$ cat src/sv/sia_pkg.sv
`timescale 1ns / 1ps
// ----------------------------------------------------------------------------
// sia_pkg: shared types and microcode for the signed integer ALU
// Word width, micro-op and jump-condition codes, control word layout,
// the microprogram ROM and the operation dispatch table.
// ----------------------------------------------------------------------------
package sia_pkg;

    localparam int WIDTH = 32;
    localparam int CNT_W = $clog2(WIDTH);
    localparam int UA_W  = 4;

    typedef logic [UA_W-1:0] uaddr_t;

    // operation codes
    typedef enum logic [1:0] {
        OP_ADD = 2'd0,
        OP_SUB = 2'd1,
        OP_MUL = 2'd2,
        OP_DIV = 2'd3
    } op_t;

    // datapath micro-ops
    typedef enum logic [3:0] {
        ACT_NONE,
        ACT_LOAD,
        ACT_ADD,
        ACT_SUB,
        ACT_MUL_INIT,
        ACT_MUL_STEP,
        ACT_MUL_FIX,
        ACT_DIV_INIT,
        ACT_DIV_STEP,
        ACT_DIV_FIX,
        ACT_CLEAR,
        ACT_EMIT
    } act_t;

    // jump conditions: true takes tgt, false takes nxt; dispatch takes the per-operation entry
    typedef enum logic [2:0] {
        COND_NEVER,
        COND_NO_ITEM,
        COND_DISPATCH,
        COND_CNT_NZ,
        COND_B_ZERO,
        COND_OUT_BUSY
    } cond_t;

    typedef struct packed {
        act_t   act;
        cond_t  cond;
        uaddr_t tgt;
        uaddr_t nxt;
        logic   cnt_load;
    } uword_t;

    // status from datapath to sequencer
    typedef struct packed {
        op_t  op;
        logic b_zero;
    } status_t;

    // microprogram addresses
    localparam uaddr_t UA_FETCH    = 4'd0;
    localparam uaddr_t UA_DISPATCH = 4'd1;
    localparam uaddr_t UA_ADD      = 4'd2;
    localparam uaddr_t UA_SUB      = 4'd3;
    localparam uaddr_t UA_MUL_INIT = 4'd4;
    localparam uaddr_t UA_MUL_STEP = 4'd5;
    localparam uaddr_t UA_MUL_FIX  = 4'd6;
    localparam uaddr_t UA_DIV_INIT = 4'd7;
    localparam uaddr_t UA_DIV_STEP = 4'd8;
    localparam uaddr_t UA_DIV_FIX  = 4'd9;
    localparam uaddr_t UA_DIV_ZERO = 4'd10;
    localparam uaddr_t UA_FINISH   = 4'd11;
    localparam uaddr_t UA_LAST     = UA_FINISH;

    // microprogram ROM
    function automatic uword_t urom(input uaddr_t addr);
        uword_t w;
        w = '{act: ACT_NONE, cond: COND_NEVER, tgt: UA_FETCH, nxt: UA_FETCH,
              cnt_load: 1'b0};
        unique case (addr)
            UA_FETCH:
                w = '{act: ACT_LOAD, cond: COND_NO_ITEM, tgt: UA_FETCH,
                      nxt: UA_DISPATCH, cnt_load: 1'b0};
            UA_DISPATCH:
                w = '{act: ACT_NONE, cond: COND_DISPATCH, tgt: UA_FETCH,
                      nxt: UA_FETCH, cnt_load: 1'b0};
            UA_ADD:
                w = '{act: ACT_ADD, cond: COND_NEVER, tgt: UA_FINISH,
                      nxt: UA_FINISH, cnt_load: 1'b0};
            UA_SUB:
                w = '{act: ACT_SUB, cond: COND_NEVER, tgt: UA_FINISH,
                      nxt: UA_FINISH, cnt_load: 1'b0};
            UA_MUL_INIT:
                w = '{act: ACT_MUL_INIT, cond: COND_NEVER, tgt: UA_MUL_STEP,
                      nxt: UA_MUL_STEP, cnt_load: 1'b1};
            UA_MUL_STEP:
                w = '{act: ACT_MUL_STEP, cond: COND_CNT_NZ, tgt: UA_MUL_STEP,
                      nxt: UA_MUL_FIX, cnt_load: 1'b0};
            UA_MUL_FIX:
                w = '{act: ACT_MUL_FIX, cond: COND_NEVER, tgt: UA_FINISH,
                      nxt: UA_FINISH, cnt_load: 1'b0};
            UA_DIV_INIT:
                w = '{act: ACT_DIV_INIT, cond: COND_B_ZERO, tgt: UA_DIV_ZERO,
                      nxt: UA_DIV_STEP, cnt_load: 1'b1};
            UA_DIV_STEP:
                w = '{act: ACT_DIV_STEP, cond: COND_CNT_NZ, tgt: UA_DIV_STEP,
                      nxt: UA_DIV_FIX, cnt_load: 1'b0};
            UA_DIV_FIX:
                w = '{act: ACT_DIV_FIX, cond: COND_NEVER, tgt: UA_FINISH,
                      nxt: UA_FINISH, cnt_load: 1'b0};
            UA_DIV_ZERO:
                w = '{act: ACT_CLEAR, cond: COND_NEVER, tgt: UA_FINISH,
                      nxt: UA_FINISH, cnt_load: 1'b0};
            UA_FINISH:
                w = '{act: ACT_EMIT, cond: COND_OUT_BUSY, tgt: UA_FINISH,
                      nxt: UA_FETCH, cnt_load: 1'b0};
            default:
                w = '{act: ACT_NONE, cond: COND_NEVER, tgt: UA_FETCH,
                      nxt: UA_FETCH, cnt_load: 1'b0};
        endcase
        return w;
    endfunction

    // entry point per operation
    function automatic uaddr_t dispatch_addr(input op_t op);
        uaddr_t a;
        a = UA_ADD;
        unique case (op)
            OP_ADD:  a = UA_ADD;
            OP_SUB:  a = UA_SUB;
            OP_MUL:  a = UA_MUL_INIT;
            OP_DIV:  a = UA_DIV_INIT;
            default: a = UA_ADD;
        endcase
        return a;
    endfunction

endpackage

$ cat src/sv/signed_int_alu_add_sub_mul_div_top.sv
`timescale 1ns / 1ps
// ----------------------------------------------------------------------------
// signed_int_alu_add_sub_mul_div_top: microcoded signed integer ALU
// Add, subtract, multiply (shift-add) and divide (restoring) on signed
// 32-bit words, one result item per input item.
// ----------------------------------------------------------------------------
// Usage:
//   Input channel: in_valid / in_stall with operation, operand_a, operand_b.
//   Output channel: out_valid / out_stall with result.
//   One item is in the datapath at a time; in_stall is low only while the
//   sequencer sits at its fetch step.
//   Multiply and a divide by a nonzero divisor run 32 bit steps on the
//   shared datapath; the sequencer is back at fetch the cycle after it
//   writes the result. The bit steps come from the one-bit-per-cycle
//   shift-add and shift-subtract loops run by the microprogram's step
//   counter; a divide by zero skips the loop and gives a zero result.
//   The result sits in an output register, so the next item is accepted as
//   soon as the result is written, even while out_stall holds it.
//   If out_stall holds a previous result when the next one is ready, the
//   sequencer waits at its finish step.
//   Reset clears the micro-PC to fetch and drops out_valid.
// ----------------------------------------------------------------------------
module signed_int_alu_add_sub_mul_div_top (
    input  logic                              clk,
    input  logic                              rst_n,
    input  logic                              in_valid,
    output logic                              in_stall,
    input  logic [1:0]                        operation,
    input  logic signed [sia_pkg::WIDTH-1:0]  operand_a,
    input  logic signed [sia_pkg::WIDTH-1:0]  operand_b,
    output logic                              out_valid,
    input  logic                              out_stall,
    output logic signed [sia_pkg::WIDTH-1:0]  result
);
    import sia_pkg::*;

    act_t             act;
    status_t          status;
    logic [WIDTH-1:0] acc;
    logic             emit;
    logic             out_busy;

    logic             out_valid_reg, out_valid_next;
    logic [WIDTH-1:0] result_reg, result_next;

    assign out_busy = out_valid_reg && out_stall;

    sia_sequencer u_seq (
        .clk      (clk),
        .rst_n    (rst_n),
        .in_valid (in_valid),
        .out_busy (out_busy),
        .status   (status),
        .act      (act),
        .in_stall (in_stall),
        .emit     (emit)
    );

    sia_datapath u_dp (
        .clk       (clk),
        .act       (act),
        .operation (operation),
        .operand_a (operand_a),
        .operand_b (operand_b),
        .status    (status),
        .acc       (acc)
    );

    // output register
    always_comb
    begin
        out_valid_next = emit ? 1'b1 : out_busy;
        result_next    = emit ? acc : result_reg;
    end

    always_ff @(posedge clk or negedge rst_n)
    begin
        if (!rst_n)
            out_valid_reg <= 1'b0;
        else
            out_valid_reg <= out_valid_next;
    end

    always_ff @(posedge clk)
    begin
        result_reg <= result_next;
    end

    assign out_valid = out_valid_reg;
    assign result    = $signed(result_reg);

    // a result is only written into a free output register
    a_emit_free: assert property (@(posedge clk) disable iff (!rst_n)
        emit |-> !(out_valid_reg && out_stall))
        else $error("result written over a held item");

    // input is never taken while a result is being written
    a_no_overlap: assert property (@(posedge clk) disable iff (!rst_n)
        emit |-> in_stall)
        else $error("item accepted during result write");

    // every new result follows a write by the sequencer
    a_valid_source: assert property (@(posedge clk) disable iff (!rst_n)
        $rose(out_valid_reg) |-> $past(emit))
        else $error("out_valid rose without a result write");

endmodule

$ cat src/sv/sia_sequencer.sv
`timescale 1ns / 1ps
// ----------------------------------------------------------------------------
// sia_sequencer: microprogram sequencer
// Micro-PC, step counter and ROM lookup; picks the next address from the
// control word's condition and drives the datapath micro-op.
// ----------------------------------------------------------------------------
module sia_sequencer (
    input  logic             clk,
    input  logic             rst_n,
    input  logic             in_valid,
    input  logic             out_busy,
    input  sia_pkg::status_t status,
    output sia_pkg::act_t    act,
    output logic             in_stall,
    output logic             emit
);
    import sia_pkg::*;

    uaddr_t           upc_reg, upc_next;
    logic [CNT_W-1:0] cnt_reg, cnt_next;
    uword_t           uw;
    logic             take;

    // state registers
    always_ff @(posedge clk or negedge rst_n)
    begin
        if (!rst_n)
        begin
            upc_reg <= UA_FETCH;
            cnt_reg <= '0;
        end
        else
        begin
            upc_reg <= upc_next;
            cnt_reg <= cnt_next;
        end
    end

    // control word decode and next address
    always_comb
    begin
        uw   = urom(upc_reg);
        take = 1'b0;
        unique case (uw.cond)
            COND_NEVER:    take = 1'b0;
            COND_NO_ITEM:  take = !in_valid;
            COND_DISPATCH: take = 1'b1;
            COND_CNT_NZ:   take = (cnt_reg != '0);
            COND_B_ZERO:   take = status.b_zero;
            COND_OUT_BUSY: take = out_busy;
            default:       take = 1'b0;
        endcase

        if (uw.cond == COND_DISPATCH)
            upc_next = dispatch_addr(status.op);
        else
            upc_next = take ? uw.tgt : uw.nxt;

        // step counter: one pass per bit
        if (uw.cnt_load)
            cnt_next = CNT_W'(WIDTH - 1);
        else if (uw.cond == COND_CNT_NZ && cnt_reg != '0)
            cnt_next = cnt_reg - 1'b1;
        else
            cnt_next = cnt_reg;

        act      = uw.act;
        in_stall = (upc_reg != UA_FETCH);
        emit     = (uw.act == ACT_EMIT) && !out_busy;
    end

    // an accepted item goes straight to dispatch
    a_fetch_dispatch: assert property (@(posedge clk) disable iff (!rst_n)
        (in_valid && !in_stall) |=> (upc_reg == UA_DISPATCH))
        else $error("accepted item did not reach dispatch");

    // bit loops leave to the sign fixup once the counter runs out
    a_mul_exit: assert property (@(posedge clk) disable iff (!rst_n)
        (upc_reg == UA_MUL_STEP && cnt_reg == '0) |=> (upc_reg == UA_MUL_FIX))
        else $error("multiply loop did not terminate");

    a_div_exit: assert property (@(posedge clk) disable iff (!rst_n)
        (upc_reg == UA_DIV_STEP && cnt_reg == '0) |=> (upc_reg == UA_DIV_FIX))
        else $error("divide loop did not terminate");

    // micro-PC stays inside the program
    a_upc_range: assert property (@(posedge clk) disable iff (!rst_n)
        upc_reg <= UA_LAST)
        else $error("micro-PC left the program");

endmodule

$ cat src/sv/sia_datapath.sv
`timescale 1ns / 1ps
// ----------------------------------------------------------------------------
// sia_datapath: operand registers, adder and shift logic
// Shared registers serve add/sub, shift-add multiply and restoring divide;
// each micro-op performs one step.
// ----------------------------------------------------------------------------
module sia_datapath (
    input  logic                              clk,
    input  sia_pkg::act_t                     act,
    input  logic [1:0]                        operation,
    input  logic signed [sia_pkg::WIDTH-1:0]  operand_a,
    input  logic signed [sia_pkg::WIDTH-1:0]  operand_b,
    output sia_pkg::status_t                  status,
    output logic [sia_pkg::WIDTH-1:0]         acc
);
    import sia_pkg::*;

    // opa: addend / dividend bits, opb: multiplier bits / divisor
    logic [WIDTH-1:0] opa_reg, opa_next;
    logic [WIDTH-1:0] opb_reg, opb_next;
    logic [WIDTH-1:0] acc_reg, acc_next;
    logic [WIDTH-1:0] rem_reg, rem_next;
    op_t              op_reg, op_next;
    logic             sign_a_reg, sign_a_next;
    logic             sign_b_reg, sign_b_next;

    logic [WIDTH-1:0] rem_sh;
    logic [WIDTH:0]   diff;

    always_ff @(posedge clk)
    begin
        opa_reg    <= opa_next;
        opb_reg    <= opb_next;
        acc_reg    <= acc_next;
        rem_reg    <= rem_next;
        op_reg     <= op_next;
        sign_a_reg <= sign_a_next;
        sign_b_reg <= sign_b_next;
    end

    // one micro-op per cycle
    always_comb
    begin
        opa_next    = opa_reg;
        opb_next    = opb_reg;
        acc_next    = acc_reg;
        rem_next    = rem_reg;
        op_next     = op_reg;
        sign_a_next = sign_a_reg;
        sign_b_next = sign_b_reg;

        // restoring divide trial subtract
        rem_sh = {rem_reg[WIDTH-2:0], opa_reg[WIDTH-1]};
        diff   = {1'b0, rem_sh} - {1'b0, opb_reg};

        unique case (act)
            ACT_NONE, ACT_EMIT:
            begin
            end
            ACT_LOAD:
            begin
                opa_next    = $unsigned(operand_a);
                opb_next    = $unsigned(operand_b);
                op_next     = op_t'(operation);
                sign_a_next = operand_a[WIDTH-1];
                sign_b_next = operand_b[WIDTH-1];
            end
            ACT_ADD:
                acc_next = opa_reg + opb_reg;
            ACT_SUB:
                acc_next = opa_reg - opb_reg;
            ACT_MUL_INIT:
            begin
                opb_next = sign_b_reg ? (~opb_reg + 1'b1) : opb_reg;
                acc_next = '0;
            end
            ACT_MUL_STEP:
            begin
                if (opb_reg[0])
                    acc_next = acc_reg + opa_reg;
                opa_next = {opa_reg[WIDTH-2:0], 1'b0};
                opb_next = {1'b0, opb_reg[WIDTH-1:1]};
            end
            ACT_MUL_FIX:
                acc_next = sign_b_reg ? (~acc_reg + 1'b1) : acc_reg;
            ACT_DIV_INIT:
            begin
                opa_next = sign_a_reg ? (~opa_reg + 1'b1) : opa_reg;
                opb_next = sign_b_reg ? (~opb_reg + 1'b1) : opb_reg;
                rem_next = '0;
                acc_next = '0;
            end
            ACT_DIV_STEP:
            begin
                // no borrow: keep the difference, quotient bit is one
                if (!diff[WIDTH])
                begin
                    rem_next = diff[WIDTH-1:0];
                    acc_next = {acc_reg[WIDTH-2:0], 1'b1};
                end
                else
                begin
                    rem_next = rem_sh;
                    acc_next = {acc_reg[WIDTH-2:0], 1'b0};
                end
                opa_next = {opa_reg[WIDTH-2:0], 1'b0};
            end
            ACT_DIV_FIX:
                acc_next = (sign_a_reg ^ sign_b_reg) ? (~acc_reg + 1'b1) : acc_reg;
            ACT_CLEAR:
                acc_next = '0;
            default:
            begin
            end
        endcase
    end

    assign status.op     = op_reg;
    assign status.b_zero = (opb_reg == '0);
    assign acc           = acc_reg;

endmodule

$ cat config.mk
export PLATFORM = sky130hd
export DESIGN_NAME = signed_int_alu_add_sub_mul_div_top
export DESIGN_NICKNAME = d
export VERILOG_FILES = /design/src/sv/sia_pkg.sv /design/src/sv/signed_int_alu_add_sub_mul_div_top.sv /design/src/sv/sia_sequencer.sv /design/src/sv/sia_datapath.sv
export SDC_FILE = /design/constraint.sdc
export NUM_CORES = 1
export LEC_CHECK = 0
export ABC_AREA = 1
export BUFFER_PORTS_ARGS = -buffer_cell sky130_fd_sc_hd__buf_2
export CAP_MARGIN = 20
export CORE_UTILIZATION = 27
export DETAILED_ROUTE_END_ITERATION = 12
export PLACE_DENSITY = 0.45
export SYNTH_ARGS = -nofsm -noshare
export SYNTH_HDL_FRONTEND = slang
export SYNTH_SLANG_ARGS = --single-unit
$ cat constraint.sdc
create_clock -name clk -period 4.8 [get_ports clk]
set_input_delay 0.48 -clock clk [delete_from_list [all_inputs] [get_ports clk]]
set_output_delay 0.48 -clock clk [all_outputs]
set_load 0.02 [all_outputs]
Word level (Yosys, flattened, before mapping)
Memory sizes are Yosys's and may differ from the RTL's.
Index checks and enable logic that the tools add are counted.

cells by class
  add/subtract/negate cells = 8
  multiply operators = 0
  divide/modulo/power cells = 0
  order comparisons = 0
  eq/ne operators = 24
  shift operators = 0
  mux-type cells = 18
  bitwise gates (word level) = 4
  reduce and logical (&&, ||, !) cells = 20

operator list
  cell                                                                     number
  32-bit case mux with 7 select lines                                      1
  32-bit case mux with 3 select lines                                      2
  32-bit two-way mux                                                       5
  32-bit by 1-bit adder with 32-bit output, second input constant          3
  32-bit inverter                                                          3
  32-bit adder                                                             2
  31-bit case mux with 2 select lines                                      1
  32-bit by 32-bit subtractor with 33-bit output                           1
  32-bit logical NOT                                                       1
  32-bit subtractor                                                        1
  31-bit two-way mux                                                       1
  4-bit by 3-bit equality test with 1-bit output, second input constant    4
  4-bit equality test, second input constant                               4
  4-bit case mux with 4 select lines                                       1
  5-bit two-way mux                                                        2
  2-bit by 1-bit inequality test with 1-bit output, second input constant  5
  4-bit by 2-bit equality test with 1-bit output, second input constant    2
  4-bit two-way mux                                                        2
  7-bit nonzero test                                                       1
  3-bit by 2-bit equality test with 1-bit output, second input constant    2
  3-bit equality test, second input constant                               2
  3-bit nonzero test                                                       2
  1-bit case mux with 5 select lines                                       1
  5-bit nonzero test                                                       1
  16 further kinds                                                         24

storage, ports and cells
  register bits = 173
  bits in latches = 0
  memory bits (writable) = 0
  bits in read-only memories = 256
  input bits = 70
  word-level logic and storage cells = 86
  memories = 1

memories
  name             depth  width  read ports  clocked after memory_dff  write ports  RTL line       text
  (no name shown)  16     16     1           0                         0            sia_pkg.sv:83  unique case (addr)

Logic depth before layout (Yosys ltp)
An unclocked memory read counts as a cell.

  depth in word-level cells = 5
  depth in mapped cells = 25
  mapped depth without buffers = 24

By module
Synthesis repeated with hierarchy kept, for this count alone.

second synthesis, totals
  cells, all modules = 2,016
  area, all modules = 14,571.5 um^2

by module, submodules not included
  module                              times used  cells an instance  area each (um^2)  sequential area each (um^2)
  sia_datapath                        1           1,860              12,738.5          3,933.8
  signed_int_alu_add_sub_mul_div_top  1           37                 1,001.0           985.9
  sia_sequencer                       1           119                832.0             225.2

Least setup slack after synthesis
Ideal clock, no wire load.

  kind = register -> register
  from = reg u_seq.upc_reg[1]
  to = reg u_dp.acc_reg[0], in the netlist u_dp.acc[0], enable pin
  setup time = 0.480 ns
  arrival time = 4.147 ns
  required time = 4.320 ns
  slack = 0.173 ns
  stages on the path, launching flop included = 11
  clock period less this slack = 4.627 ns
  path through = dfrtp_1 inv_1 ha_1 nand2_1 nand2_1 nand2_1 nand2_1 nand3_2 nand2_2 nor2_1 a311oi_1

on the way
  cells in the longest elaborated chain, start to end = 5
  elaborated cells on any way between the ends = 16
  those cells by class = 12 x eq/ne; 3 x reduce/logical; 1 x memory

RTL lines
  what                                                                                          RTL line             text
  start, declared                                                                               sia_sequencer.sv:19  uaddr_t upc_reg, upc_next;
  start signal, assigned                                                                        sia_sequencer.sv:34  upc_reg <= upc_next;
  memory read 16 x 16 bit *                                                                     -
  4-bit by 3-bit equality test with 1-bit output / 4-bit equality test (equally long branches)  sia_datapath.sv:56   unique case (act)
  3-bit OR reduction (no line)                                                                  -
  7-bit nonzero test (no line)                                                                  -
  4-bit AND reduction (no line) *                                                               -
  end signal, assigned                                                                          sia_datapath.sv:34   acc_reg <= acc_next;
  end, declared                                                                                 sia_datapath.sv:21   logic [WIDTH-1:0] acc_reg, acc_next;

Every way passes the cells marked *; elsewhere a longest branch is shown, timed or not.
A chain may end at the register's enable or synchronous reset.

Final worst setup path
  from = reg u_dp.opb_reg[0]
  to = reg u_dp.acc_reg[28], in the netlist u_dp.acc[28], data pin

on the way
  cells in the longest elaborated chain, start to end = 2
  elaborated cells on any way between the ends = 3
  those cells by class = 2 x add/sub; 1 x mux

RTL lines
  what                                                      RTL line                                text
  start, declared                                           sia_datapath.sv:20                      logic [WIDTH-1:0] opb_reg, opb_next;
  start signal, assigned                                    sia_datapath.sv:33                      opb_reg <= opb_next;
  32-bit subtractor / 32-bit adder (equally long branches)  sia_datapath.sv:71, sia_datapath.sv:69
  32-bit case mux with 7 select lines *                     sia_datapath.sv:56
  via u_dp.acc_next[28]                                     sia_datapath.sv:21

The timed path passes the listed nets; every way through them passes the cells marked *.

==> results.txt <==
----------------------------------------------------
[Status]
  Status ... finished clean

[Die]
  Die boundary height ... 233.1 µm
  Site row count ... 84
  Starting utilization of the core area ... 0.2738
  Core ar. ... 0.05266 mm²
  Overall die area ... 0.05433 mm²
  Die boundary width ... 233.1 µm
  Number of ports placed on the die boundary ... 104

[Detailed routing]
  Via-per-instance ratio ... 5.177
  Initial drt markers ... 1269
  Final WL ... 56160 µm
  Average wire per standard cell ... 20.39 µm
  Count of antenna-violating nets left after detailed routing ... 0
  Pre-antenna DRT Iters ... 5
  Vias after detailed routing ... 14260
  Residual DRC count ... 0

[GRT]
  GR met2 Demand/Resource ... 0.3085
  GRT Overall Usage ... 0.2084
  Most Crowded Layer GR ... met2
  Antenna violations before repair ... 0
  Met1 usage ... 0.3049
  First-pass GRT wire length ... 83590 µm
  Vias in the first global route ... 13490
  Met3 global-route usage ... 0.03015
  Maximum number of pins on one net before global-route repair ... 54
  Total grt overflow ... 0

[Setup path]
  Crit-path max FO ... 8
  Cell family with most CP delay ... simple AND/OR/NAND/NOR gates
  Kind of critical path ... register to register
  Crit end category ... register
  Cell-by-cell trace of the critical path ... inv_1 -> ha_1 -> nand3_1 -> nor2_2 -> nand3_1 -> xor2_1 -> o221ai_1 -> ha_1 -> nand2_1 -> nor2_1 -> nor3b_1 -> nand2_1 -> nand3_1 -> nand4_1 -> nand2_1 -> nand2_1 -> nand3_1 -> nand2_1
  Worst path required time ... 5.05 ns
  Element type at the critical path start ... register
  Critical path's most frequent cell ... sky130_fd_sc_hd__nand2_1
  Arrival time reported for the critical path endpoint ... 4.51 ns
  Cell with the largest stage delay on the worst path ... sky130_fd_sc_hd__edfxtp_1
  Buffers plus inverters on the worst setup path ... 1
  Critical path's largest stage delay ... 0.49 ns

[Clock tree]
  Reg clk slew, reported paths ... 0.08 ns
  Clock latency of the later-clocked register in the worst-skew pair ... 0.51 ns
  Total setup buffers inserted after CTS ... 0
  Root buffer cell ... sky130_fd_sc_hd__clkbuf_16
  Clock tree from TritonCTS ... yes
  Number of buffers inserted for hold repair after clock tree synthesis ... 1
  Post-cts resize count ... 0
  Clock sinks ... 173
  Total clock buffers created by CTS ... 17
  Htree depth ... 4
  Number of buffers between clock root and the deepest sink ... 2

[Placed design]
  Total placed instance area ... 0.01582 mm²
  RePlAce Congestion ... 0.9472
  Post-detail-place hpwl ... 44740 µm
  I/O Buffers ... 103

[STA]
  WHS ... 0.1552 ns
  Worst-margin pin slew ... 1.035 ns
  Skew final ... 0.01525 ns
  Final count of hold timing violations ... 0
  Minimum period implied by the final worst setup slack ... 4.260 ns
  Setup-failing EPs final ... 0
  Worst slew margin relative to its limit ... 0.3102
  Unrepaired setup endpoints after global routing ... false
  Fmax achieved ... 0.2347 GHz
  Setup TNS ... 0 ns
  Final worst path period share ... 0.8876
  Final-report max-slew violation count ... 0

[Final layout]
  Area of all placed cells without fillers ... 0.01643 mm²
  Most common library cell in the layout ignoring fill and taps ... sky130_fd_sc_hd__nand2_1
  Number of nets in the finished design ... 2203
  # diodes ... 0
  Layout fillers ... 5761
  Most frequent cells in the layout ... sky130_fd_sc_hd__nand2_1, sky130_fd_sc_hd__inv_1, sky130_fd_sc_hd__nor2_1, sky130_fd_sc_hd__edfxtp_1, sky130_fd_sc_hd__nand3_1
  Ratio of cells with drive above 1 in the final layout ... 0.09966
  Area growth, synth to finish ... 13.95%

[Logic synthesis]
  Post-Synthesis Cell Area ... 0.01442 mm²
  Syn nets ... 2097
  Mean cell area of the mapped netlist ... 7.401 µm²
  Gate Count Post-Synth ... 1948
  Synth cell types ... 49
  Portion of the post-synthesis area used by sequential elements ... 0.3569
  Fraction of synthesis flops using an asynchronous set or reset pin ... 0.05780
  Ys flop type ... sky130_fd_sc_hd__edfxtp_1
  Number of synthesis warnings ... 0
  Count of state elements after synthesis ... 173
  Count of flip-flops with a built-in enable after synthesis ... 163

[Flow run]
  Max Cap Violations ... 0

[Worst hold path]
  Worst min-delay path class ... input pin to register

----------------------------------------------------
synthesized netlist by cell type (3+ instances only):
library cell | n | area, µm²
sky130_fd_sc_hd__nor2_4 | 6 | 67.56
sky130_fd_sc_hd__a31oi_1 | 4 | 25.02
sky130_fd_sc_hd__a22oi_1 | 40 | 300.3
sky130_fd_sc_hd__o21a_1 | 7 | 52.55
sky130_fd_sc_hd__a21boi_0 | 3 | 22.52
sky130_fd_sc_hd__nor3_1 | 34 | 170.2
sky130_fd_sc_hd__nand3b_1 | 3 | 22.52
sky130_fd_sc_hd__buf_4 | 11 | 82.58
sky130_fd_sc_hd__nand2_1 | 464 | 1742
sky130_fd_sc_hd__o21ai_2 | 4 | 35.03
sky130_fd_sc_hd__o211ai_1 | 21 | 157.7
sky130_fd_sc_hd__o221ai_1 | 50 | 437.9
sky130_fd_sc_hd__nor2_1 | 211 | 792.0
sky130_fd_sc_hd__xnor2_1 | 23 | 201.4
sky130_fd_sc_hd__buf_1 | 5 | 18.77
sky130_fd_sc_hd__dfrtp_1 | 10 | 250.2
sky130_fd_sc_hd__buf_2 | 14 | 70.07
sky130_fd_sc_hd__inv_1 | 228 | 855.8
sky130_fd_sc_hd__o31ai_1 | 5 | 37.54
sky130_fd_sc_hd__o21ai_1 | 4 | 20.02
sky130_fd_sc_hd__o21bai_1 | 9 | 67.56
sky130_fd_sc_hd__nand2_2 | 5 | 31.28
sky130_fd_sc_hd__o21ai_0 | 118 | 590.6
sky130_fd_sc_hd__edfxtp_1 | 163 | 4895
sky130_fd_sc_hd__nand3_2 | 4 | 40.04
sky130_fd_sc_hd__ha_1 | 77 | 963.4
sky130_fd_sc_hd__nand3_1 | 161 | 805.8
sky130_fd_sc_hd__nor4_1 | 6 | 37.54
sky130_fd_sc_hd__nor2_2 | 5 | 31.28
sky130_fd_sc_hd__or2_2 | 7 | 43.79
sky130_fd_sc_hd__a21o_1 | 4 | 30.03
sky130_fd_sc_hd__clkbuf_1 | 9 | 33.78
sky130_fd_sc_hd__xor2_1 | 55 | 481.7
sky130_fd_sc_hd__nand4_1 | 33 | 206.5
sky130_fd_sc_hd__o22ai_1 | 3 | 18.77
sky130_fd_sc_hd__a21oi_1 | 117 | 585.6
sky130_fd_sc_hd__inv_2 | 9 | 33.78
cells by family (layout without fill, tap and decap cells):
kind of cell	Yosys count	after routing	synth area share
adder cells (fa/ha/maj)	79	79	0.06960
XOR/XNOR	78	78	0.04738
flip-flops	173	173	0.3569
buffers and inverters	281	400	0.07845
AO/OA/AOI/OAI	395	395	0.1689
AND/OR/NAND/NOR	942	942	0.2788
worst reg2reg max path: stages (launching register included):
cell and delay [ns]:
sky130_fd_sc_hd__edfxtp_1 0.49, sky130_fd_sc_hd__inv_1 0.17, sky130_fd_sc_hd__ha_1 0.20, sky130_fd_sc_hd__nand3_1 0.16, sky130_fd_sc_hd__nor2_2 0.39, sky130_fd_sc_hd__nand3_1 0.22, sky130_fd_sc_hd__xor2_1 0.35, sky130_fd_sc_hd__o221ai_1 0.23
sky130_fd_sc_hd__ha_1 0.40, sky130_fd_sc_hd__nand2_1 0.14, sky130_fd_sc_hd__nor2_1 0.21, sky130_fd_sc_hd__nor3b_1 0.34, sky130_fd_sc_hd__nand2_1 0.09, sky130_fd_sc_hd__nand3_1 0.20, sky130_fd_sc_hd__nand4_1 0.17, sky130_fd_sc_hd__nand2_1 0.09
sky130_fd_sc_hd__nand2_1 0.05, sky130_fd_sc_hd__nand3_1 0.06, sky130_fd_sc_hd__nand2_1 0.06
metrics by stage:
step,instances,setup slack (ns),util
2_1_floorplan,1948,0.1727,-
5_1_grt,2755,0.2035,0.3120
3_5_place_dp,2722,0.6283,0.3004
6_report,2755,0.5396,0.3120
4_1_cts,2755,0.6059,0.3120
3_3_place_gp,2721,0.6664,0.3000
routing by layer:
layer	vias to the layer above	part of all wire
li1	6949	-
met2	459	0.43
met3	54	0.056
met4	0	0.022
met5	-	0
met1	6802	0.49
path summary, 6_finish.rpt:
kind	start	endpoint	slack (ns)	cells after the start
setup / recovery	u_dp.opb_reg[0]	u_dp.acc[28]	0.54	18
hold / removal	operation[1]	u_dp.op_reg[1]	0.16	1
setup reg to reg	u_dp.opb_reg[0]	u_dp.acc[28]	0.54	18
hold reg to reg	u_seq.cnt_reg[4]	u_seq.cnt_reg[4]	0.48	2
max in group asynchronous	rst_n	out_valid	4.20	2
min in group asynchronous	rst_n	u_seq.upc_reg[0]	0.38	2
final cells by class:
type	instances	area [µm²]	area share
Multi-Input combinational cell	1494	8177	0.4977
Sequential cell	173	5145	0.3132
Inverter	240	903.4	0.05498
Tap cell	688	860.8	0.05240
Timing Repair Buffer	128	743.2	0.04524
Clock buffer	18	429.2	0.02612
Clock inverter	14	171.4	0.01043
Power is left out: the tool's default activity adds up to more than one toggle a clock period on the data nets, which glitch-free logic cannot reach.
